--- config.mk ---
export PLATFORM = sky130hd
export DESIGN_NAME = sorted_key_set_table
export DESIGN_NICKNAME = d
export VERILOG_FILES = /design/src/rtl/skst_pkg.sv /design/src/rtl/skst_ram.sv /design/src/rtl/skst_cmp.sv /design/src/rtl/sorted_key_set_table.sv
export SDC_FILE = /design/constraint.sdc
export NUM_CORES = 1
export LEC_CHECK = 0
export BUFFER_PORTS_ARGS = -buffer_cell sky130_fd_sc_hd__buf_2
export CORE_MARGIN = 3
export CORE_UTILIZATION = 62
export DETAILED_ROUTE_END_ITERATION = 12
export PLACE_DENSITY_LB_ADDON = 0.2
export SYNTH_ARGS = -nofsm -noshare
export SYNTH_HDL_FRONTEND = slang
export SYNTH_HIERARCHICAL = 1
export SYNTH_SLANG_ARGS = --single-unit
--- constraint.sdc ---
create_clock -name clock -period 5 [get_ports clock]
set_clock_uncertainty 0.2 [all_clocks]
set_input_delay 0 -clock clock [delete_from_list [all_inputs] [get_ports clock]]
set_output_delay 0 -clock clock [all_outputs]
set_load 0.02 [all_outputs]
--- src/rtl/skst_pkg.sv ---
// Shared types and constants for the sorted key set table.
// Holds command and status codes, fixed result field widths and the scan result struct.
// No dependencies.
package skst_pkg;

   // Operation codes carried in the low bits of a request beat.
   typedef enum logic [1:0] {
      CMD_INSERT = 2'd0,
      CMD_DELETE = 2'd1,
      CMD_SEARCH = 2'd2,
      CMD_CLEAR  = 2'd3
   } cmd_type;

   // Result status codes.
   typedef enum logic [1:0] {
      STAT_OK   = 2'd0,
      STAT_MISS = 2'd1,
      STAT_FULL = 2'd2
   } status_type;

   localparam int CMD_W      = 2;
   localparam int STATUS_W   = 2;
   localparam int POS_W      = 5;
   localparam int COUNT_W    = 5;
   localparam int RSP_FLDS_W = STATUS_W + 1 + POS_W + COUNT_W;
   localparam int RSP_W      = ((RSP_FLDS_W + 7) / 8) * 8;
   localparam int RSP_PAD_W  = RSP_W - RSP_FLDS_W;

   // Outcome of one comparison step of the table walk.
   typedef struct packed {
      logic advance;  // entry is valid and smaller than the key
      logic hit;      // entry is valid and equal to the key
   } scan_result_type;

endpackage

--- src/rtl/skst_ram.sv ---
// Generic simple dual-port RAM with one write port and a registered read port.
// Used for the key store of the sorted key set table. No dependencies.
module skst_ram #(
   parameter int WIDTH = 16,
   parameter int DEPTH = 16,
   localparam int AW = $clog2(DEPTH)
) (
   input  logic             clock,
   input  logic             wr_en,
   input  logic [AW-1:0]    wr_addr,
   input  logic [WIDTH-1:0] wr_data,
   input  logic [AW-1:0]    rd_addr,
   output logic [WIDTH-1:0] rd_data
);

   logic [WIDTH-1:0] mem_ff [DEPTH];

   always_ff @(posedge clock) begin
      if (wr_en) begin
         mem_ff[wr_addr] <= wr_data;
      end
      rd_data <= mem_ff[rd_addr];
   end

endmodule

--- src/rtl/skst_cmp.sv ---
// Shared compare unit of the sorted key set table walk.
// Compares one stored entry with the request key; uses skst_pkg for the result struct.
module skst_cmp
   import skst_pkg::*;
#(
   parameter int KEY_WIDTH = 16,
   parameter int CW = 5
) (
   input  logic signed [KEY_WIDTH-1:0] key,
   input  logic signed [KEY_WIDTH-1:0] entry,
   input  logic [CW-1:0]               idx,
   input  logic [CW-1:0]               count,
   output scan_result_type             result
);

   logic in_range;

   // Only entries below the current count hold keys.
   assign in_range       = idx < count;
   assign result.advance = in_range && (entry < key);
   assign result.hit     = in_range && (entry == key);

endmodule

--- src/rtl/sorted_key_set_table.sv ---
// Sorted key set table: a bounded, ascending table of unique signed keys.
// Channels: the request stream (req_tvalid/req_tready/req_tdata) carries one
// command and one key per beat; the response stream (rsp_tvalid/rsp_tready/
// rsp_tdata) returns exactly one beat per request with status, found flag,
// position and the entry count after the operation.
// The block works on one request at a time. A single compare unit walks the
// key store from the lowest entry, one entry per cycle, until it meets the
// first key that is not smaller. Insert then moves the larger entries up one
// place and delete moves them down one place, one entry per cycle through the
// single write port of the store. A clear answers without a walk; a search
// answers when the walk stops; an insert walks, moves the larger entries up
// and writes the new key; a delete walks and moves the larger entries down.
// An insert of a present key or into a full table, and a delete of a missing
// key, answer when the walk stops. After the response handshake the block
// returns to idle and can take the next request.
// req_tready is high only while the block is idle. When the receiver stalls,
// the response beat holds and no new request is taken until it is taken.
// Reset (synchronous, active high) empties the table and returns to idle;
// the store itself is not cleared, since entries at or above the count are
// never used.
module sorted_key_set_table
   import skst_pkg::*;
#(
   parameter int TABLE_DEPTH = 16,
   parameter int KEY_WIDTH = 16,
   localparam int REQ_W = ((CMD_W + KEY_WIDTH + 7) / 8) * 8
) (
   input  logic             clock,
   input  logic             reset,
   input  logic             req_tvalid,
   output logic             req_tready,
   input  logic [REQ_W-1:0] req_tdata,   // cmd, key, zero padding
   output logic             rsp_tvalid,
   input  logic             rsp_tready,
   output logic [RSP_W-1:0] rsp_tdata    // status, found, position, entry_count, zero padding
);

   localparam int CW = $clog2(TABLE_DEPTH + 1);
   localparam int AW = $clog2(TABLE_DEPTH);

   typedef enum logic [5:0] {
      S_IDLE = 6'b000001,
      S_SCAN = 6'b000010,
      S_PREP = 6'b000100,
      S_MOVE = 6'b001000,
      S_PUT  = 6'b010000,
      S_RESP = 6'b100000
   } state_type;

   state_type                    state_ff, state_in;
   logic [CW-1:0]                idx_ff, idx_in;
   logic [CW-1:0]                occ_ff, occ_in;
   logic [CW-1:0]                mv_ff, mv_in;
   cmd_type                      cmd_ff, cmd_in;
   logic signed [KEY_WIDTH-1:0]  key_ff, key_in;
   status_type                   status_ff, status_in;
   logic                         found_ff, found_in;
   logic [POS_W-1:0]             pos_ff, pos_in;

   logic                         req_fire;
   cmd_type                      req_cmd;
   logic signed [KEY_WIDTH-1:0]  req_key;
   logic [CW-1:0]                idx_inc;
   logic [CW-1:0]                mv_inc;
   logic [CW-1:0]                mv_dec;
   logic [CW-1:0]                mv_inc2;
   logic [CW-1:0]                mv_dec2;
   logic [CW-1:0]                occ_dec;

   logic                         ram_we;
   logic [AW-1:0]                ram_waddr;
   logic [KEY_WIDTH-1:0]         ram_wdata;
   logic [AW-1:0]                ram_raddr;
   logic [KEY_WIDTH-1:0]         ram_rdata;
   scan_result_type              scan;

   assign req_tready = (state_ff == S_IDLE);
   assign req_fire   = req_tvalid && req_tready;
   assign req_cmd    = cmd_type'(req_tdata[CMD_W-1:0]);
   assign req_key    = req_tdata[CMD_W +: KEY_WIDTH];

   assign idx_inc = idx_ff + CW'(1);
   assign mv_inc  = mv_ff + CW'(1);
   assign mv_dec  = mv_ff - CW'(1);
   assign mv_inc2 = mv_ff + CW'(2);
   assign mv_dec2 = mv_ff - CW'(2);
   assign occ_dec = occ_ff - CW'(1);

   skst_ram #(
      .WIDTH (KEY_WIDTH),
      .DEPTH (TABLE_DEPTH)
   ) u_store (
      .clock   (clock),
      .wr_en   (ram_we),
      .wr_addr (ram_waddr),
      .wr_data (ram_wdata),
      .rd_addr (ram_raddr),
      .rd_data (ram_rdata)
   );

   skst_cmp #(
      .KEY_WIDTH (KEY_WIDTH),
      .CW        (CW)
   ) u_cmp (
      .key    (key_ff),
      .entry  (ram_rdata),
      .idx    (idx_ff),
      .count  (occ_ff),
      .result (scan)
   );

   // Sequencer. The store read is registered, so the address for each read is
   // issued by the state before the one that consumes the data.
   always_comb begin
      state_in  = state_ff;
      idx_in    = idx_ff;
      occ_in    = occ_ff;
      mv_in     = mv_ff;
      cmd_in    = cmd_ff;
      key_in    = key_ff;
      status_in = status_ff;
      found_in  = found_ff;
      pos_in    = pos_ff;
      ram_we    = 1'b0;
      ram_waddr = mv_ff[AW-1:0];
      ram_wdata = ram_rdata;
      ram_raddr = '0;

      unique case (state_ff)
         S_IDLE: begin
            if (req_fire) begin
               cmd_in    = req_cmd;
               key_in    = req_key;
               idx_in    = '0;
               status_in = STAT_OK;
               found_in  = 1'b0;
               pos_in    = '0;
               if (req_cmd == CMD_CLEAR) begin
                  occ_in   = '0;
                  state_in = S_RESP;
               end else begin
                  state_in = S_SCAN;
               end
            end
         end
         S_SCAN: begin
            if (scan.advance) begin
               idx_in    = idx_inc;
               ram_raddr = idx_inc[AW-1:0];
            end else begin
               case (cmd_ff)
                  CMD_SEARCH: begin
                     found_in  = scan.hit;
                     pos_in    = POS_W'(idx_ff);
                     status_in = scan.hit ? STAT_OK : STAT_MISS;
                     state_in  = S_RESP;
                  end
                  CMD_INSERT: begin
                     if (scan.hit) begin
                        status_in = STAT_MISS;
                        state_in  = S_RESP;
                     end else if (occ_ff >= CW'(TABLE_DEPTH)) begin
                        status_in = STAT_FULL;
                        state_in  = S_RESP;
                     end else begin
                        state_in = S_PREP;
                     end
                  end
                  default: begin
                     if (scan.hit) begin
                        state_in = S_PREP;
                     end else begin
                        status_in = STAT_MISS;
                        state_in  = S_RESP;
                     end
                  end
               endcase
            end
         end
         S_PREP: begin
            if (cmd_ff == CMD_INSERT) begin
               // Move entries idx..occ-1 up by one, starting from the top.
               mv_in     = occ_ff;
               ram_raddr = occ_dec[AW-1:0];
               state_in  = (occ_ff == idx_ff) ? S_PUT : S_MOVE;
            end else begin
               // Move entries idx+1..occ-1 down by one, starting at idx.
               mv_in     = idx_ff;
               ram_raddr = idx_inc[AW-1:0];
               if (idx_inc >= occ_ff) begin
                  occ_in   = occ_dec;
                  state_in = S_RESP;
               end else begin
                  state_in = S_MOVE;
               end
            end
         end
         S_MOVE: begin
            ram_we = 1'b1;
            if (cmd_ff == CMD_INSERT) begin
               ram_raddr = mv_dec2[AW-1:0];
               mv_in     = mv_dec;
               if (mv_dec == idx_ff) begin
                  state_in = S_PUT;
               end
            end else begin
               ram_raddr = mv_inc2[AW-1:0];
               mv_in     = mv_inc;
               if (mv_inc2 >= occ_ff) begin
                  occ_in   = occ_dec;
                  state_in = S_RESP;
               end
            end
         end
         S_PUT: begin
            ram_we    = 1'b1;
            ram_waddr = idx_ff[AW-1:0];
            ram_wdata = key_ff;
            occ_in    = occ_ff + CW'(1);
            state_in  = S_RESP;
         end
         S_RESP: begin
            if (rsp_tready) begin
               state_in = S_IDLE;
            end
         end
         default: begin
            state_in = S_IDLE;
         end
      endcase
   end

   always_ff @(posedge clock) begin
      if (reset) begin
         state_ff <= S_IDLE;
         occ_ff   <= '0;
      end else begin
         state_ff <= state_in;
         occ_ff   <= occ_in;
      end
   end

   always_ff @(posedge clock) begin
      idx_ff    <= idx_in;
      mv_ff     <= mv_in;
      cmd_ff    <= cmd_in;
      key_ff    <= key_in;
      status_ff <= status_in;
      found_ff  <= found_in;
      pos_ff    <= pos_in;
   end

   assign rsp_tvalid = (state_ff == S_RESP);
   assign rsp_tdata  = {{RSP_PAD_W{1'b0}}, COUNT_W'(occ_ff), pos_ff, found_ff, status_ff};

   // The count never passes the table depth.
   a_occ_bound: assert property (@(posedge clock) disable iff (reset)
      occ_ff <= CW'(TABLE_DEPTH))
      else $error("entry count above table depth");

   // Only one request is in flight: no request is taken while a response waits.
   a_one_in_flight: assert property (@(posedge clock) disable iff (reset)
      !(req_tready && rsp_tvalid))
      else $error("request taken while response pending");

   // A clear answers in the next cycle with an empty table.
   a_clear_resp: assert property (@(posedge clock) disable iff (reset)
      (req_fire && (req_cmd == CMD_CLEAR)) |=> (rsp_tvalid && (occ_ff == '0)))
      else $error("clear did not empty the table");

   // Table full is only reported when every entry is in use.
   a_full_status: assert property (@(posedge clock) disable iff (reset)
      (rsp_tvalid && (status_ff == STAT_FULL)) |-> (occ_ff == CW'(TABLE_DEPTH)))
      else $error("table full reported on a table with room");

   // The store is written only while moving entries or placing a new key.
   a_write_window: assert property (@(posedge clock) disable iff (reset)
      ram_we |-> ((state_ff == S_MOVE) || (state_ff == S_PUT)))
      else $error("store written outside an update");

endmodule
==> out/qor.yml, run 1 <==
status: "finished clean"
netlist_area_um2: 13700
gp_congestion: 0.874
die_x_um: 155
cts_resized: 0
whs_ps: 105
finalSetupViolCount: 0
die_h_um: 155
rows: 53
final_core_util_pct: 73.9
synth_warnings: 6
grt_usage_pct: 26.8
worstSetupEndpointType: "flip-flop"
cts.path.max_buffers: 3
ys_ff_latch: 319
peakVddDrop_mv: 0.519
rr_endpoint: "u_store/rd_data[7]$_DFF_P_"
multiInputGateArea_um2: 4080
clk_pin_slew_worst_paths_ps: 70
final_area_um2: 15800
setup.worst_path.start: "key_ff[11]$_DFFE_PP_"
worstHoldPathType: "in -> reg"
cp-endpoint: "u_store/rd_data[7]$_DFF_P_"
place_ws_ps: 459
synth_edf_count: 292
avgViaCountPerCell: 6.42
core_um2: 21400
worst_ep_required_time_ps: 5220
antenna_found_initial: 0
synth_seq_area_share_pct: 67.9
htreeDepth: 1
ioPinCount: 46
synthToLayoutAreaGrowth_pct: 15.1
cts_hold_buf: 39
synth.distinct_cells: 62
worstSetupPathType: "reg -> reg"
start_util_pct: 64.2
setup_tns_ps: 0
register_area_um2: 9310
cap_violations: 0
port_buffers: 36
cts-root-buf: "clkbuf_16"
grt_max_degree: 65
r2r_slack_ps: 240
clock_latency_ps: 550
avgSynthCellArea_um2: 16.1
slew_headroom_pct: 27.9
cp.arrival_ps: 4980
post-route-period-util_pct: 95.3
grt_pass1_vias: 8183
period_minus_slack_ps: 4760
drc_errors: 0
drive_above_1_share_pct: 19.6
hpwl_um: 18700
firstDrtPassIters: 5
place_area_um2: 14400
r2r_start: "key_ff[11]$_DFFE_PP_"
rsz0062_at_grt: "no"
routed_wl_um: 31900
report.final.slew_viol_count: 0
nets: 1021
drtAntennaViolNets: 0
layout_setup_ws_ps: 236
leakage_nw: 5.45
die_area_um2: 23900
powerDensity_nw_per_um2: 440
r2r_cells: 15
ys_async_sr_fraction_pct: 0
tightest_slew_ps: 1080
path_max_fanout: 22
crit_path_start_kind: "flip-flop"
hold_violations: 0
antennaDiodeCount: 0
dr_total_vias: 8047
drt_iter0_drc: 784
cts.sinks: 319
n_fill_cell: 1280
fmax_mhz: 210
routedWlPerCell_um: 25.4
postCtsSetupBuffers: 0
synth_cells: 852
synth-main-ff-cell: "edfxtp_1"
overflow: 0
cts_tree: "yes"
grt_pass1_wl_um: 48500
cts_inserted_buffers: 31
cell families (layout without fill, tap and decap cells):
logic type                 count (synthesis)  count (layout)  share of synthesized area, %
AOI/OAI and AO/OA                        113             113                          5.74
muxes                                     64              64                          10.8
DFF                                      319             319                          67.9
and+or+nand+nor                          214             214                          7.59
buffers and inverters                     77             202                          2.81
other                                      1               3                        0.0274
xor gates and xnor gates                  26              26                          1.66
adders and majority gates                 38              38                          3.47
cells in the final DEF, fill, tap and decap left out, types with 4 or more instances in the layout:
cell type / Yosys / routed
xnor2_1: 18 / 18
and2_1: 5 / 5
nor2b_1: 5 / 5
clkbuf_1: 22 / 10
clkbuf_16: 0 / 31
a21oi_1: 17 / 17
mux4_1: 10 / 10
and3_1: 12 / 12
dlygate4sd3_1: 0 / 40
nor4_1: 5 / 5
nor3_2: 0 / 4
nand4_1: 4 / 4
xor2_1: 8 / 8
nand3b_1: 5 / 5
buf_4: 8 / 32
edfxtp_1: 292 / 292
buf_2: 3 / 36
buf_12: 0 / 4
o211ai_1: 5 / 5
clkbuf_8: 2 / 4
nor2_1: 34 / 34
o21ai_0: 14 / 14
o22ai_1: 4 / 4
a31oi_1: 7 / 7
mux4_2: 54 / 54
o31ai_1: 5 / 5
nand2_1: 102 / 102
a22oi_1: 36 / 36
or3_1: 5 / 5
ha_1: 38 / 38
dfxtp_1: 27 / 27
inv_1: 32 / 32
clkinv_2: 0 / 5
nor3_1: 8 / 4
nand2b_1: 5 / 5
nand3_1: 11 / 11
through the flow:
step	std cells	total power [mW]
3_3_place_gp	1157	4.56
3_5_place_dp	1157	4.62
2_1_floorplan	854	4.23
5_1_grt	1254	7.21
6_report	1254	6.94
4_1_cts	1253	6.93
worst max-delay path: stages, from the launching register on:
cell	delay, ps
edfxtp_1	450
inv_1	100
ha_1	340
nand4_1	150
or4_1	620
a21oi_1	220
or4_1	140
and3_1	240
nand3_1	180
o21ai_0	250
inv_1	140
o221ai_4	370
buf_12	270
mux4_2	540
a22oi_1	290
nand2_1	110
cell usage after synthesis, types with 4 or more instances:
master / number / share of area, %
clkbuf_1: 22 / 0.60
o31ai_1: 5 / 0.27
xor2_1: 8 / 0.51
and2_1: 5 / 0.23
ha_1: 38 / 3.5
or3_1: 5 / 0.23
nand4_1: 4 / 0.18
nand3_1: 11 / 0.40
inv_1: 32 / 0.88
nor2_1: 34 / 0.93
nor2b_1: 5 / 0.23
buf_4: 8 / 0.44
mux4_2: 54 / 8.9
nand2_1: 102 / 2.8
nand3b_1: 5 / 0.27
nand2b_1: 5 / 0.23
buf_6: 5 / 0.41
a22oi_1: 36 / 2.0
edfxtp_1: 292 / 64
a31oi_1: 7 / 0.32
o211ai_1: 5 / 0.27
mux4_1: 10 / 1.9
dfxtp_1: 27 / 3.9
o22ai_1: 4 / 0.18
a21oi_1: 17 / 0.62
and3_1: 12 / 0.55
buf_1: 4 / 0.11
xnor2_1: 18 / 1.2
nor3_1: 8 / 0.29
nor4_1: 5 / 0.23
o21ai_0: 14 / 0.51
registers in the layout, summed over array words and instances (netlist names):
register,flops
key_ff,16
idx_ff,5
pos_ff,5
status_ff,2
occ_ff,5
u_store/rd_data,16
u_store/mem_ff,256
cmd_ff,2
state_ff,6
mv_ff,5
found_ff,1
area by class of cell:
type | count | area share (%)
Timing Repair Buffer | 112 | 5.71
Multi-Input combinational cell | 458 | 25.8
Sequential cell | 319 | 59.0
Inverter | 33 | 0.817
Clock inverter | 12 | 0.928
Tap cell | 275 | 2.18
Clock buffer | 45 | 5.51
report_power, final:
part	switching (mW)	internal, mW	total [mW]
clock network	0.962	1.36	2.32
registers	0.135	3.21	3.35
logic	0.803	0.473	1.28
metal layers:
| metal | routed length, µm | GRT usage (%) | vias to the layer above | part of all wire, % |
|---|---|---|---|---|
| met4 | 845 | 7.23 | 0 | 2.6 |
| met2 | 15900 | 44.5 | 370 | 50 |
| li1 | - | - | 3538 | - |
| met1 | 12800 | 37.9 | 4065 | 40 |
| met3 | 2410 | 4.28 | 74 | 7.6 |
| met5 | 0 | 0 | - | 0 |
how the worst min path moves through the flow:
stage	depth (start not counted)	slack, ps	endpoint	from
after CTS	2	1	key_ff[6]$_DFFE_PP_	req_tdata[8]
after global routing	3	100	occ_ff[4]$_SDFFE_PP0P_	reset
final	3	100	occ_ff[4]$_SDFFE_PP0P_	reset
after global placement	1	-20	key_ff[7]$_DFFE_PP_	req_tdata[9]
after floorplan	0	-100	cmd_ff[0]$_DFFE_PP_	req_tdata[0]
after detailed placement	1	-20	key_ff[15]$_DFFE_PP_	req_tdata[17]
No activity file was read; power rests on OpenSTA's default activity.
==> run 2: changes to the inputs <==
--- a/config.mk
+++ b/config.mk
@@ -8,3 +8,3 @@
 export BUFFER_PORTS_ARGS = -buffer_cell sky130_fd_sc_hd__buf_2
-export CORE_MARGIN = 3
+export CORE_MARGIN = 2
 export CORE_UTILIZATION = 62
--- a/constraint.sdc
+++ b/constraint.sdc
@@ -4,2 +4,2 @@
 set_output_delay 0 -clock clock [all_outputs]
-set_load 0.02 [all_outputs]
+set_load 0.05 [all_outputs]
==> run 2 against run 1 <==
- total power increased by 3.7%
- flip-flop and latch count unchanged
- wire length decreased by 0.67%
- critical path depth unchanged
- utilization decreased by 1.5 points
==> out/qor.yml, run 2 (synthesized netlist as in run 1, its figures left out) <==
status: "finished clean"
cts.path.max_buffers: 3  # unchanged
cts-root-buf: "clkbuf_16"
register_area_um2: 9310  # unchanged
antennaDiodeCount: 0  # unchanged
clock_latency_ps: 510  # -40 ps
setup.worst_path.start: "key_ff[11]$_DFFE_PP_"
worstHoldPathType: "in -> reg"
cts_tree: "yes"
r2r_start: "key_ff[11]$_DFFE_PP_"
layout_common_cells: "edfxtp_1 (292), nand2_1 (102), mux4_2 (54)"
synthToLayoutAreaGrowth_pct: 14.9
drc_errors: 0  # unchanged
drive_above_1_share_pct: 21.0  # +1.4 points
overflow: 0  # unchanged
hold_violations: 0  # unchanged
setup_tns_ps: 0  # unchanged
critical-path-max-stage-delay_ps: 650  # +30 ps
die_x_um: 153  # -1.3%
power_mw: 7.20  # +3.7%
clk_pin_slew_worst_paths_ps: 60  # about the same
n_fill_cell: 1338  # +4.5%
dr_total_vias: 8098  # +0.63%
largest_reg_flops: 256  # unchanged
port_buffers: 36  # unchanged
htreeDepth: 2  # +1
grt_pass1_wl_um: 48100  # -0.80%
report.final.slew_viol_count: 0  # unchanged
path_delay_family: "simple AND/OR/NAND/NOR gates"
cp-endpoint: "u_store/rd_data[4]$_DFF_P_"
hpwl_um: 19000  # +1.7%
r2r_slack_ps: 350  # +120 ps
post-route-period-util_pct: 92.9  # -2.3 points
cp.depth: 15  # unchanged
powerDensity_nw_per_um2: 457  # +3.9%
rr_endpoint: "u_store/rd_data[4]$_DFF_P_"
routed_wl_um: 31700  # -0.67%
crit_chain: "inv_1, ha_1, nand4_1, or4_1, a21oi_1, or4_1, and3_1, nand3_1, o21ai_0, inv_1, o221ai_4, buf_12, mux4_1, a22oi_1, nand2_1"
r2r_cells: 15  # unchanged
leakage_nw: 5.43  # -0.38%
cts.sinks: 319  # unchanged
cap_violations: 0  # unchanged
gp_congestion: 0.922  # +5.5%
multiInputGateArea_um2: 4100  # +0.61%
finalSetupViolCount: 0  # unchanged
crit_path_start_kind: "flip-flop"
reg_top3: "u_store/mem_ff x256, key_ff x16, u_store/rd_data x16"
routedWlPerCell_um: 25.4  # -0.12%
nets: 1008  # -1.3%
core_um2: 21800  # +1.9%
critPathBufInv: 3  # unchanged
drt_iter0_drc: 774  # -1.3%
firstDrtPassIters: 5  # unchanged
cp.arrival_ps: 4840  # -140 ps
fmax_mhz: 215  # +2.5%
slew_headroom_pct: 24.0  # -3.9 points
regMostFlops: "u_store/mem_ff"
layout_commonest_cell: "edfxtp_1"
die_h_um: 153  # -1.3%
path_max_fanout: 32  # +45%
grt_pass1_vias: 8152  # -0.38%
avgViaCountPerCell: 6.49  # +1.2%
slowest_stage: "or4_1"
tightest_slew_ps: 1130  # +52.1 ps
rows: 54  # +1.9%
worstSetupEndpointType: "flip-flop"
rsz0062_at_grt: "no"
cts_inserted_buffers: 34  # +9.7%
peakVddDrop_mv: 0.388  # -25%
period_minus_slack_ps: 4650  # -117 ps
postCtsSetupBuffers: 0  # unchanged
start_util_pct: 63.0  # -1.2 points
grt_max_degree: 33  # -49%
worstSetupPathType: "reg -> reg"
ioPinCount: 46  # unchanged
grt_usage_pct: 27.5  # +0.66 points
worst_ep_required_time_ps: 5200  # -20 ps
antenna_found_initial: 0  # unchanged
drtAntennaViolNets: 0  # unchanged
die_area_um2: 23300  # -2.6%
-- run 2: cell types whose count changed in the layout (fill, tap and decap cells not counted) --
cell | previous run | this run
buf_12 | 4 | 3
buf_4 | 32 | 30
clkbuf_16 | 31 | 35
clkbuf_8 | 4 | 5
clkinv_2 | 5 | 3
clkinv_4 | 2 | 1
dlygate4sd3_1 | 40 | 27
inv_6 | 0 | 2
nor2_1 | 34 | 24
nor2_2 | 0 | 10
-- run 2: cell type report --
| class | instances | share of cell area (%) |
|---|---|---|
| Inverter | 33 | 0.818 |
| Sequential cell | 319 | 59.1 |
| Clock inverter | 11 | 0.921 |
| Clock buffer | 50 | 6.24 |
| Tap cell | 280 | 2.22 |
| Timing Repair Buffer | 96 | 4.67 |
| Multi-Input combinational cell | 458 | 26.0 |
-- run 2: where the power goes --
part | internal [mW] | switching [mW]
clock network | 1.52 | 0.996
logic | 0.462 | 0.885
registers | 3.21 | 0.123
total | 5.20 | 2.00
-- run 2: worst min-delay path by stage --
| stage | from | to | cells after the start |
|---|---|---|---|
| after floorplan | req_tdata[0] | cmd_ff[0]$_DFFE_PP_ | 0 |
| after global placement | req_tdata[7] | key_ff[5]$_DFFE_PP_ | 1 |
| after detailed placement | req_tdata[17] | key_ff[15]$_DFFE_PP_ | 1 |
| after CTS | req_tdata[16] | key_ff[14]$_DFFE_PP_ | 2 |
| after global routing | req_tdata[3] | key_ff[1]$_DFFE_PP_ | 2 |
| final | req_tdata[16] | key_ff[14]$_DFFE_PP_ | 2 |
-- run 2: repair_timing --
action / CTS / global route
hold endpoints to repair: 42 / 0
hold buffers: 27 / 0
resized for setup: 0 / 0
endpoints found under the setup margin: 0 / 0
-- run 2: worst register-to-register path, cell delays in order, from the launching register on --
cell and delay [ps]:
edfxtp_1 390, inv_1 70, ha_1 310, nand4_1 190, or4_1 650, a21oi_1 220, or4_1 140, and3_1 250
nand3_1 180, o21ai_0 250, inv_1 150, o221ai_4 330, buf_12 310, mux4_1 600, a22oi_1 230, nand2_1 80
-- run 2: routing by layer --
layer  track usage (%)  routed length [µm]  share of wire (%)  vias to the layer above
met4              9.88                 842                2.7                        0
met3              5.60                2820                8.9                       71
met5                 0                   0                  0                        -
met1              37.3               12400                 39                     4105
li1                  -                   -                  -                     3504
met2              45.1               15600                 49                      418
-- run 2: through the flow --
step	util (%)	setup WS, ps	instance area (µm²)	cells	hold slack [ps]
global placement	66.0	512	14400	1159	-20.5
detailed placement	66.0	483	14400	1159	-20.5
floorplan	-	1250	13700	854	-101
CTS	72.4	440	15800	1247	6.88
finish	72.4	353	15800	1247	12.8
global route	72.4	94.1	15800	1247	27.1
==> run 3: changes to the inputs <==
CORE_UTILIZATION = 55   (was 62)
CTS_BUF_LIST = sky130_fd_sc_hd__clkbuf_2   (was default)
==> run 3 against run 2 <==
- register-to-register slack better by 40 ps
- wire length up 3.1%
- flip-flop and latch count unchanged
- cell count up 12%
==> out/qor.yml, run 3 (synthesized netlist as in run 1, its figures left out) <==
wl_met2_um: 16000  # +2.7%
avgViaCountPerCell: 5.97  # -8.1%
layout_commonest_cell: "edfxtp_1"
cap_violations: 0  # unchanged
dr_total_vias: 8326  # +2.8%
start_util_pct: 56.2  # -6.8 points
status: "finished clean"
grt_pass1_vias: 8548  # +4.9%
drive_above_1_share_pct: 25.2  # +4.2 points
slowest_stage: "or4_1"
postCtsSetupBuffers: 0  # unchanged
layout_common_cells: "edfxtp_1 (292), clkbuf_2 (109), nand2_1 (102)"
hpwl_um: 18500  # -2.7%
grt_pass1_wl_um: 48400  # +0.65%
worstSetupPathType: "reg -> reg"
cts.sinks: 319  # unchanged
crit_chain: "inv_1, ha_1, nand4_1, or4_1, a21oi_1, or4_1, and3_1, nand3_1, o21ai_2, inv_1, o221ai_4, clkbuf_16, mux4_1, a22oi_1, nand2_1"
path_delay_family: "simple AND/OR/NAND/NOR gates"
r2r_start: "key_ff[14]$_DFFE_PP_"
rsz0062_at_grt: "no"
routed_wl_um: 32700  # +3.1%
wl_met3_um: 2600  # -8.1%
die_area_um2: 26200  # +12%
port_buffers: 36  # unchanged
final_core_util_pct: 64.0  # -8.4 points
cp.arrival_ps: 5100  # +260 ps
tightest_slew_ps: 1330  # +199 ps
path_max_fanout: 12  # -63%
cts_tree: "yes"
period_minus_slack_ps: 4610  # -39.9 ps
worstHoldPathType: "in -> reg"
synthToLayoutAreaGrowth_pct: 13.9
setup.worst_path.start: "key_ff[14]$_DFFE_PP_"
grt_usage_pct: 25.1  # -2.4 points
overflow: 0  # unchanged
clock_latency_ps: 870  # +360 ps
peakVddDrop_mv: 0.345  # -11%
cts-root-buf: "clkbuf_2"
p_comb_share_pct: 21.6  # +2.9 points
slew_headroom_pct: 11.5  # -12 points
dr.max_layer_used: "met4"
drc_errors: 0  # unchanged
cts_inserted_buffers: 78  # +130%
largest_reg_flops: 256  # unchanged
seqPwrFrac_pct: 52.0  # +5.7 points
p_switching_mw: 2.05  # +2.5%
post-route-period-util_pct: 92.1  # -0.80 points
finalSetupViolCount: 0  # unchanged
power_frac_clock_pct: 26.4  # -8.6 points
routedWlPerCell_um: 23.4  # -7.8%
setup_tns_ps: 0  # unchanged
hold_violations: 0  # unchanged
firstDrtPassIters: 6  # +1
drt_iter0_drc: 1013  # +31%
worstSetupEndpointType: "flip-flop"
gp_congestion: 0.874  # -5.2%
report.final.slew_viol_count: 0  # unchanged
critPathBufInv: 3  # unchanged
powerDensity_nw_per_um2: 409  # -10%
core_um2: 24400  # +12%
drtAntennaViolNets: 0  # unchanged
rows: 57  # +5.6%
regMostFlops: "u_store/mem_ff"
clk_pin_slew_worst_paths_ps: 100  # +40 ps
critical-path-max-stage-delay_ps: 600  # -50 ps
cts.path.max_buffers: 3  # unchanged
nets: 1074  # +6.5%
hold_start: "req_tdata[6]"
worst_ep_required_time_ps: 5490  # +290 ps
die_h_um: 162  # +6.0%
crit_path_start_kind: "flip-flop"
wl_met1_um: 13100  # +5.6%
htreeDepth: 3  # +1
die_x_um: 162  # +6.0%
fmax_mhz: 217  # +0.87%
reg_top3: "u_store/mem_ff x256, key_ff x16, u_store/rd_data x16"
grt_max_degree: 49  # +48%
intPower_mw: 4.34  # -17%
leakage_nw: 5.51  # +1.5%
swShare_pct: 32.1  # +4.3 points
ioPinCount: 46  # unchanged
antenna_found_initial: 1  # +1
[run 3: final timing paths]
kind	end	slack, ps	cells after the start
max	u_store/rd_data[7]$_DFF_P_	390	15
max reg2reg	u_store/rd_data[7]$_DFF_P_	390	15
min reg2reg	u_store/rd_data[15]$_DFF_P_	430	3
min	key_ff[4]$_DFFE_PP_	180	3
[run 3: power groups by stage]
stage | clock network [mW] | registers (mW) | logic [mW]
2_1_floorplan | 0 | 3.41 | 0.894
3_3_place_gp | 0 | 3.37 | 1.28
3_5_place_dp | 0 | 3.38 | 1.32
4_1_cts | 1.73 | 3.32 | 1.36
5_1_grt | 1.86 | 3.34 | 1.51
6_report | 1.69 | 3.32 | 1.38
[run 3: stage by stage]
step	power, mW	worst slack, ps	instances	cell area [µm²]	hold WS (ps)
floorplan	4.30	1250	854	13700	-101
global placement	4.65	470	1207	14400	-20.5
detailed placement	4.70	357	1207	14400	-21.9
CTS	6.41	203	1392	15600	102
global route	6.71	81.3	1395	15600	130
finish	6.39	393	1395	15600	183
[run 3: layout make-up]
cell class	count	area [µm²]
Inverter	33	129
Antenna cell	1	2.50
Timing Repair Buffer	118	957
Tap cell	324	405
Sequential cell	319	9310
Fill cell	1789	8780
Clock buffer	109	546
Clock inverter	33	171
Multi-Input combinational cell	458	4090
[run 3: timing repair]
action                                 in CTS  in global routing
hold buffers                               43                  0
endpoints found under the hold margin      60                  0
gates resized for setup                     0                  4
setup endpoints to repair                   0                  7
[run 3: worst reg2reg max path: cells and delay by family, from the launching register on]
family                   cells  cell delay (ps)
buffers and inverters        3              460
AND/OR/NAND/NOR              6             1470
adder cells (fa/ha/maj)      1              330
multiplexers                 1              570
flip-flops                   1              410
AO/OA/AOI/OAI                4             1010
[run 3: routing by layer]
layer / GRT usage (%) / up-vias
met5: 0 / -
met4: 10.5 / 0
met3: 5.13 / 74
met2: 41.4 / 402
met1: 33.0 / 4147
li1: - / 3703
